File: config.mk
export PLATFORM = sky130hd
export DESIGN_NAME = hbs_ctrl
export DESIGN_NICKNAME = d
export VERILOG_FILES = /design/src/rtl/core/hbs_pkg.sv /design/src/rtl/core/hbs_ctrl.sv
export SDC_FILE = /design/constraint.sdc
export NUM_CORES = 1
export LEC_CHECK = 0
export ABC_AREA = 1
export BUFFER_PORTS_ARGS = -buffer_cell sky130_fd_sc_hd__buf_2
export CAP_MARGIN = 10
export CORE_AREA = 5 5 42 44
export CTS_CLUSTER_SIZE = 30
export DETAILED_ROUTE_END_ITERATION = 8
export DIE_AREA = 0 0 47 49
export PLACE_DENSITY = 0.75
export SLEW_MARGIN = 10
export SYNTH_ARGS = -nofsm -noshare
export SYNTH_HDL_FRONTEND = slang
export SYNTH_SLANG_ARGS = --single-unit
File: constraint.sdc
create_clock -name clk -period 2.6 [get_ports clk]
set_input_delay 0.78 -clock clk [delete_from_list [all_inputs] [get_ports clk]]
set_output_delay 0.78 -clock clk [all_outputs]
set_load 0.005 [all_outputs]
File: src/rtl/core/hbs_pkg.sv
`default_nettype none

package hbs_pkg;

	localparam int MAX_DIM     = 128;
	localparam int HEIGHT_BITS = 16;
	localparam int FRAC_BITS   = 8;
	localparam int COORD_BITS  = 20;
	localparam int DIM_BITS    = 8;
	localparam int GRID_DEPTH  = MAX_DIM * MAX_DIM;
	localparam int ADDR_BITS   = $clog2(GRID_DEPTH);
	localparam int CELL_BITS   = COORD_BITS + 1 - FRAC_BITS;
	localparam int CFG_BITS    = 20;
	localparam int CFG_IDX_BITS = 2;

	localparam logic [DIM_BITS-1:0] DIM_RESET = DIM_BITS'(MAX_DIM);
	localparam logic signed [HEIGHT_BITS-1:0] OOR_HEIGHT = -(HEIGHT_BITS'(1) << FRAC_BITS);

	localparam logic OP_WRITE = 1'b0;
	localparam logic OP_QUERY = 1'b1;

	localparam logic [CFG_IDX_BITS-1:0] REG_MAP_WIDTH  = 2'd0;
	localparam logic [CFG_IDX_BITS-1:0] REG_MAP_HEIGHT = 2'd1;
	localparam logic [CFG_IDX_BITS-1:0] REG_X_OFFSET   = 2'd2;
	localparam logic [CFG_IDX_BITS-1:0] REG_Z_OFFSET   = 2'd3;

	typedef struct packed {
		logic                           opcode;
		logic [13:0]                    cell_index;
		logic signed [HEIGHT_BITS-1:0]  cell_height;
		logic signed [COORD_BITS-1:0]   query_x;
		logic signed [COORD_BITS-1:0]   query_z;
	} in_word_t;

	typedef struct packed {
		logic signed [HEIGHT_BITS-1:0]  sampled_height;
		logic                           out_of_range;
	} out_word_t;

	typedef enum logic [1:0] {
		ADR_00 = 2'd0,
		ADR_01 = 2'd1,
		ADR_10 = 2'd2,
		ADR_11 = 2'd3
	} addr_sel_t;

	typedef enum logic [1:0] {
		BL_ROW0 = 2'd0,
		BL_ROW1 = 2'd1,
		BL_COL  = 2'd2
	} blend_sel_t;

	typedef struct packed {
		logic       accept;
		logic       calc;
		logic       rd_en;
		addr_sel_t  rd_sel;
		logic       cap_h00;
		logic       cap_b0;
		logic       cap_h10;
		logic       cap_b1;
		logic       out_load;
		blend_sel_t blend_sel;
	} dp_cmd_t;

	typedef struct packed {
		logic is_query;
		logic oor;
		logic out_free;
	} dp_status_t;

endpackage

`default_nettype wire

File: src/rtl/core/hbs_ctrl.sv
`default_nettype none

module hbs_ctrl (
	input  wire logic                 clk,
	input  wire logic                 arst_n,
	input  wire logic                 in_valid,
	output logic                      in_ready,
	input  wire hbs_pkg::dp_status_t  sts,
	output hbs_pkg::dp_cmd_t          cmd
);

	typedef enum logic [7:0] {
		ST_IDLE = 8'b0000_0001,
		ST_CALC = 8'b0000_0010,
		ST_RD0  = 8'b0000_0100,
		ST_RD1  = 8'b0000_1000,
		ST_RD2  = 8'b0001_0000,
		ST_RD3  = 8'b0010_0000,
		ST_MIX  = 8'b0100_0000,
		ST_FIN  = 8'b1000_0000
	} state_t;

	state_t state_q;
	state_t state_d;
	logic   accept;

	assign in_ready = (state_q == ST_IDLE) || ((state_q == ST_FIN) && sts.out_free);
	assign accept   = in_valid && in_ready;

	always_comb begin
		cmd           = '0;
		cmd.rd_sel    = hbs_pkg::ADR_00;
		cmd.blend_sel = hbs_pkg::BL_COL;
		cmd.accept    = accept;
		state_d       = state_q;
		case (state_q)
			ST_IDLE: begin
				if (accept && sts.is_query)
					state_d = ST_CALC;
			end
			ST_CALC: begin
				cmd.calc = 1'b1;
				state_d  = sts.oor ? ST_FIN : ST_RD0;
			end
			ST_RD0: begin
				cmd.rd_en  = 1'b1;
				cmd.rd_sel = hbs_pkg::ADR_00;
				state_d    = ST_RD1;
			end
			ST_RD1: begin
				cmd.rd_en   = 1'b1;
				cmd.rd_sel  = hbs_pkg::ADR_01;
				cmd.cap_h00 = 1'b1;
				state_d     = ST_RD2;
			end
			ST_RD2: begin
				cmd.rd_en     = 1'b1;
				cmd.rd_sel    = hbs_pkg::ADR_10;
				cmd.cap_b0    = 1'b1;
				cmd.blend_sel = hbs_pkg::BL_ROW0;
				state_d       = ST_RD3;
			end
			ST_RD3: begin
				cmd.rd_en   = 1'b1;
				cmd.rd_sel  = hbs_pkg::ADR_11;
				cmd.cap_h10 = 1'b1;
				state_d     = ST_MIX;
			end
			ST_MIX: begin
				cmd.cap_b1    = 1'b1;
				cmd.blend_sel = hbs_pkg::BL_ROW1;
				state_d       = ST_FIN;
			end
			ST_FIN: begin
				if (sts.out_free) begin
					cmd.out_load = 1'b1;
					state_d      = (accept && sts.is_query) ? ST_CALC : ST_IDLE;
				end
			end
			default: state_d = ST_IDLE;
		endcase
	end

	always_ff @(posedge clk or negedge arst_n) begin
		if (!arst_n)
			state_q <= ST_IDLE;
		else
			state_q <= state_d;
	end

	a_oor_short: assert property (@(posedge clk) disable iff (!arst_n)
		(state_q == ST_CALC) && sts.oor |=> state_q == ST_FIN)
		else $error("out of range query did not skip the grid reads");

	a_query_start: assert property (@(posedge clk) disable iff (!arst_n)
		accept && sts.is_query |=> state_q == ST_CALC)
		else $error("accepted query did not start address step");

	a_no_accept_rd: assert property (@(posedge clk) disable iff (!arst_n)
		cmd.rd_en |-> !in_ready)
		else $error("input taken while grid is being read");

endmodule

`default_nettype wire

# After elaboration in Yosys (flattened, before gate mapping)
# Cells that the tools add are included.
# totals
in_bits,6
register_bits,8
output_inout_bits,13
word_cells,30
# classes
muxes,14
n_eq_ne,10
n_reduce_logical,5
# ops
op,count
$pmux W8 S8,1
$mux W8,3
$pmux W3 S4,1
$eq A8 B1 Y1 const B,1
$eq A8 B2 Y1 const B,1
$eq A8 B3 Y1 const B,1
$eq A8 B4 Y1 const B,1
$eq A8 B5 Y1 const B,1
$eq A8 B6 Y1 const B,1
$eq A8 B7 Y1 const B,1
$eq A8 B8 Y1 const B,1
$mux W1,7
$pmux W2 S2,1
$logic_and A1 B1 Y1,3
$mux W2,1
$ne A2 B1 Y1 const B,1
$ne A2 B2 Y1 const B,1
$reduce_and A2 Y1,1
$logic_or A1 B1 Y1,1

# Longest topological paths before layout
# Gate-level depths: netlist of run 1.
# logic_depth
word_depth,8
mapped_depth,10
depth_no_buf,10

# Worst setup path before layout of run 1
# OpenSTA, ideal clock, no wires.
# synth_path
path_type,in2out
from,input port sts[0] in the netlist's numbering
to,output port cmd[11] in the netlist's numbering
slack_ns,0.708
stages,5
required_time_ns,1.820
t_arrival_ns,1.112
path_buffers,1
path_cell_list,nand3_4 nand2_4 nand2_1 inv_1 buf_4
# synth_via
elab_chain_cells,3
# synth_rtl
item,line_no,rtl
from (decl),hbs_ctrl.sv:8,"input wire hbs_pkg::dp_status_t sts,"
$logic_and A1 B1 Y1,hbs_ctrl.sv:27,assign in_ready = (state_q == ST_IDLE) || ((state_q == ST_FIN) && sts.out_free);
$logic_or A1 B1 Y1,hbs_ctrl.sv:27,
via in_ready,hbs_ctrl.sv:7,"output logic in_ready,"
$logic_and A1 B1 Y1,hbs_ctrl.sv:28,assign accept = in_valid && in_ready;
to (decl),hbs_ctrl.sv:9,output hbs_pkg::dp_cmd_t cmd
# The timed path passes the listed nets, and every way through them passes these cells.

==> results.txt, run 1 <==
Biggest regs: state_q (8)
Gate Count Post-Synth: 83
Layout fillers: 143
Ports: 19
Maximum VDD drop: 0.367 mV
Setup TNS: 0 ps
Total congestion overflow: 0
Slew Viols, Final: 0
Hold Path Class: primary input to async pin
Pwr Total: 523 µW
Reg power frac: 0.297
Tmin final: 2200 ps
Avg Cell Area, Syn: 7.69 µm²
Register bit total from synthesis: 8
Post-Syn Area: 638 µm²
Reg with most FFs: state_q
P per Cell Area: 682 nW/µm²
Starting Density: 0.455
Worst skew pair latency: 260 ps
Worst-path clk slew: 60 ps
Drc violations: 0
Dpl hpwl: 1.01 mm
Post-synth top area cell: dfrtp_1
Register area: 201 µm²
Number of flip-flops under the largest register name: 8
DRT iter0 DRCs: 5
Largest net degree at the start of global routing: 9
Post-DR vias/cell: 4.43
CTS buffer count: 3
Post-synth top area share: 0.275
Syn-to-layout area delta: 20.2%
Layout Nets: 111
Highest metal used: met4
Worst Skew: 12.0 ps
RePlAce Congestion: 0.771
Final hold violations: 0
Placed Area: 741 µm²
Core area: 1400 µm²
DRT Pass-1 Iters: 4
Antenna violations before repair: 0
Clock root buffer: clkbuf_4
First-pass GRT wire length: 2.08 mm
Htree depth: 1
Ys Warns: 0
Synth cell types: 16
Cell internal pwr: 311 µW
Critical path startpoint category: flop
Worst R2R Path Depth: 8
Syn Nets: 89
Post-Route WL: 1.18 mm
Routed wl met2: 562 µm
Req. time, crit path: 1820 ps
Combinational share of power: 0.504
Fmax: 455 MHz
Final core utilization: 0.547
ANT cells: 0
Synth top area cells: dfrtp_1, inv_1, nand2_4
Total number of vias: 531
Switching pwr: 212 µW
Max_cap viols: 0
Non-Filler Cell Area, Final: 767 µm²
Post-synth top flop: dfrtp_1
Wire per inst: 9.79 µm
Most frequent cell after synthesis: inv_1
Cell leakage power: 0.542 nW
CTS tree: built
Die X: 47 µm
Die footprint: 2300 µm²
Clk sink count: 8
M1 wire length: 522 µm
WS Path Type: flop to output port
CP endpoint kind: output port
Critical Path Fanout Max: 2
Final setup viols: 0
Sequential element share of the synthesized area: 0.316
RSZ-0062 raised after global routing: false
Outcome: completed
CTS Hold Bufs: 0
Max clock buf depth: 2
PostCTS Resize Cnt: 0
Final Cycle Share: 0.845
Worst slew margin: 0.868
CP arrival: 1420 ps
Met3 Wirelength: 75 µm
Number of input and output port buffers inserted: 18
FP Rows: 14
Async set-or-reset flop fraction in the synthesized netlist: 1.00
Clock network power share: 0.199
Post-DRT Antenna Nets: 0
Vias in the first global route: 520
Global Route Usage Sum: 0.124
Post-synth EDFFs: 0
Layout cells sized above 1: 0.471
Sw Ratio: 0.405
Die Y: 49 µm
Worst Tran Pin Value: 198 ps
Multi-input gate area: 324 µm²
Post-CTS Setup Inserts: 0
List of most frequent post-synthesis cells: inv_1, nand2_1, inv_2, nor2_1, dfrtp_1
## routing by layer
metal  GRT usage  vias up
li1            -      278
met1       0.153      238
met2       0.188       13
met3      0.0295        2
met4      0.0691        0
met5           0        -
## placed cells by master (no fill, tap or decap), drive strengths merged
| cell type | netlist | final |
|---|---|---|
| a21oi | 1 | 1 |
| buf | 1 | 18 |
| clkbuf | 0 | 4 |
| dfrtp | 7 | 7 |
| dfstp | 1 | 1 |
| inv | 28 | 28 |
| nand2 | 19 | 19 |
| nand3 | 9 | 9 |
| nor2 | 15 | 15 |
| o21ai | 2 | 2 |
## layout make-up
type                    count  area share
multi-input cells          46       0.423
flip-flops and latches      8       0.263
inverters                  28       0.137
repair buffers             18       0.117
clock buffers               4      0.0343
well taps                  16      0.0261
## worst max-delay path, stage by stage, from the launching register on
cell,delay (ps)
dfstp_2,530
inv_2,50
nand2_4,80
inv_2,50
nand3_1,90
nand2_1,70
nor2_2,130
inv_1,50
buf_2,120
## final timing paths
| check | end | slack [ps] | start |
|---|---|---|---|
| max | cmd[9] | 400 | state_q[0]$_DFFE_PN1P_ |
| min | state_q[5]$_DFFE_PN0P_ | 350 | arst_n |
| max reg2reg | state_q[0]$_DFFE_PN1P_ | 1270 | state_q[0]$_DFFE_PN1P_ |
| min reg2reg | state_q[4]$_DFFE_PN0P_ | 560 | state_q[2]$_DFFE_PN0P_ |
| max in group asynchronous | state_q[0]$_DFFE_PN1P_ | 1990 | arst_n |
| min in group clk | state_q[4]$_DFFE_PN0P_ | 560 | state_q[2]$_DFFE_PN0P_ |
## logic make-up (layout without fill, tap and decap cells)
| logic type | after synthesis | after routing | share of synthesized area |
|---|---|---|---|
| compound gates | 3 | 3 | 0.0294 |
| buf+inv | 29 | 50 | 0.176 |
| flops | 8 | 8 | 0.316 |
| simple gates | 43 | 43 | 0.478 |
## power by group through the flow
stage          logic [mW]  clock network [mW]  registers, mW
3_3_place_gp        0.262                   0          0.156
6_report            0.263               0.104          0.155
3_5_place_dp        0.267                   0          0.157
5_1_grt             0.296               0.117          0.156
4_1_cts             0.268               0.109          0.155
2_1_floorplan       0.223                   0          0.156
## through the flow
stage / worst slack [ps] / hold slack, ps / std cells
6_report: 404 / 352 / 120
2_1_floorplan: 708 / 484 / 83
3_5_place_dp: 557 / 566 / 116
5_1_grt: 287 / 361 / 120
3_3_place_gp: 577 / 562 / 116
4_1_cts: 383 / 351 / 120
No activity file was read; power rests on OpenSTA's default activity.
==> inputs of run 2 (changes only) <==
--- a/config.mk
+++ b/config.mk
@@ -8,11 +8,11 @@
 export ABC_AREA = 1
 export BUFFER_PORTS_ARGS = -buffer_cell sky130_fd_sc_hd__buf_2
 export CAP_MARGIN = 10
-export CORE_AREA = 5 5 42 44
+export CORE_MARGIN = 5
+export CORE_UTILIZATION = 44
 export CTS_CLUSTER_SIZE = 30
 export DETAILED_ROUTE_END_ITERATION = 8
-export DIE_AREA = 0 0 47 49
-export PLACE_DENSITY = 0.75
+export PLACE_DENSITY = 0.73
 export SLEW_MARGIN = 10
 export SYNTH_ARGS = -nofsm -noshare
 export SYNTH_HDL_FRONTEND = slang
==> constraint.sdc (replaced) <==
create_clock -name clk -period 1.8 [get_ports clk]
set_input_delay 0.54 -clock clk [delete_from_list [all_inputs] [get_ports clk]]
set_output_delay 0.54 -clock clk [all_outputs]
set_load 0.005 [all_outputs]
==> results.txt, run 2 (same netlist as run 1, synthesis figures left out) <==
Largest net degree at the start of global routing: 9
Final hold violations: 0
Max clock buf depth: 2
Number of flip-flops under the largest register name: 8
DRT Pass-1 Iters: 2
Worst slew margin: 0.860
Total number of vias: 588
WS Path Type: flop to output port
CTS tree: built
Hold Path Class: primary input to async pin
Multi-input gate area: 389 µm²
ANT cells: 0
Worst Skew: 2.92 ps
Post-DR vias/cell: 4.52
Ports: 19
Pwr Total: 870 µW
Dpl hpwl: 1.04 mm
Wire per inst: 11.5 µm
CP dominant cell by count: inv_2
Worst slack, placed: 113 ps
Number of input and output port buffers inserted: 18
FP Rows: 13
Final setup viols: 12
Reg with most FFs: state_q
Core area: 1330 µm²
Non-Filler Cell Area, Final: 942 µm²
Total congestion overflow: 0
Starting Density: 0.478
Post-route insts no fill: 130
RSZ-0062 raised after global routing: true
Htree depth: 1
Maximum VDD drop: 0.624 mV
Final Worst Setup Slack: -135 ps
Clock root buffer: clkbuf_4
Failing checks: negative setup slack
Top Family by Delay on Critical Path: flip-flops
Tmin final: 1930 ps
Final core utilization: 0.706
Antenna violations before repair: 0
Register area: 201 µm²
Final Cycle Share: 1.07
Setup TNS: -811 ps
P per Cell Area: 923 nW/µm²
Crit-path cells: inv_2 > nand2_4 > inv_2 > nand3_2 > nand2_2 > nor2_4 > inv_1 > buf_2
Slowest Stage Delay on Critical Path: 530 ps
Placed Area: 739 µm²
Biggest regs: state_q (8)
Die Y: 48.1 µm
DRT iter0 DRCs: 4
Most frequent cells in the layout: inv_2, buf_2, inv_1
Critical path startpoint category: flop
Min Hold Slack: 119 ps
Outcome: finished, violations left
Placed instance count: 115
Req. time, crit path: 1260 ps
Slowest cell on crit path: dfstp_2
CP endpoint kind: output port
Max_cap viols: 0
Die footprint: 2310 µm²
Vias in the first global route: 518
CTS buffer count: 3
Slew Viols, Final: 0
RePlAce Congestion: 0.751
Die X: 48.1 µm
Post-DRT Antenna Nets: 0
CP arrival: 1390 ps
First-pass GRT wire length: 2.15 mm
Cell leakage power: 0.590 nW
Layout fillers: 105
Layout cells sized above 1: 0.626
Layout Nets: 122
Post-Route WL: 1.50 mm
Global Route Usage Sum: 0.141
Syn-to-layout area delta: 47.6%
Drc violations: 0
Worst-path clk slew: 60 ps
Buf/Inv on CP: 4
Clk sink count: 8
Worst Tran Pin Value: 209 ps
Critical Path Fanout Max: 2
Fmax: 517 MHz
Worst skew pair latency: 250 ps
[run 2: cell types whose count changed in the layout (fill, tap and decap cells not counted)]
cell     before  now
nand3_2       3    2
nand3_4       3    7
inv_2        11   15
buf_6         0    5
inv_1        17   12
nor2_2        1    0
nand2_1      14   10
nand2_4       5    6
buf_4         0    9
nor2_4        1    2
nand3_1       3    0
buf_2        18   15
nand2_2       0    3
inv_4         0    1
[run 2: repair_timing]
action	4_1_cts	5_1_grt
setup buffers	6	5
hold buffers	0	0
pin swaps	4	9
resized for setup	7	17
endpoints found under the setup margin	9	13
gates cloned	0	0
[run 2: path summary, 6_finish.rpt]
path / from / end / slack, ps / cells past startpoint
worst max-delay path: state_q[0]$_DFFE_PN1P_ / cmd[9] / -130 / 8
worst min-delay path: arst_n / state_q[2]$_DFFE_PN0P_ / 120 / 1
worst max register to register: state_q[1]$_DFFE_PN0P_ / state_q[0]$_DFFE_PN1P_ / 280 / 12
worst min register to register: state_q[3]$_DFFE_PN0P_ / state_q[3]$_DFFE_PN0P_ / 590 / 3
max in group asynchronous: arst_n / state_q[0]$_DFFE_PN1P_ / 1440 / 1
min in group clk: sts[1] / state_q[2]$_DFFE_PN0P_ / 460 / 2
[run 2: routing by layer]
| layer | up-vias | routed length (µm) | track usage |
|---|---|---|---|
| met4 | 0 | 9 | 0.0968 |
| met5 | - | 0 | 0 |
| li1 | 303 | - | - |
| met2 | 9 | 837 | 0.232 |
| met3 | 2 | 62 | 0.0226 |
| met1 | 274 | 589 | 0.165 |
[run 2: worst reg2reg max path: stages (launching register included)]
cell and delay [ps]:
dfrtp_1 390, inv_2 80, nand2_4 80, nor2_8 190, nand3_4 120, nand2_4 100
nor2_4 40, buf_4 120, buf_4 120, nand2_1 60, nand2_1 50, nand2_1 60
nand2_1 50
[run 2: report_power, final]
group / internal (mW) / switching, mW
Clock: 0.0850 / 0.0637
Combinational: 0.212 / 0.285
Sequential: 0.210 / 0.0142
[run 2: layout make-up]
type / count / share of cell area
Clock buffer: 4 / 0.0279
Inverter: 28 / 0.114
Multi-Input combinational cell: 46 / 0.413
Sequential cell: 8 / 0.214
Tap cell: 15 / 0.0199
Timing Repair Buffer: 29 / 0.211
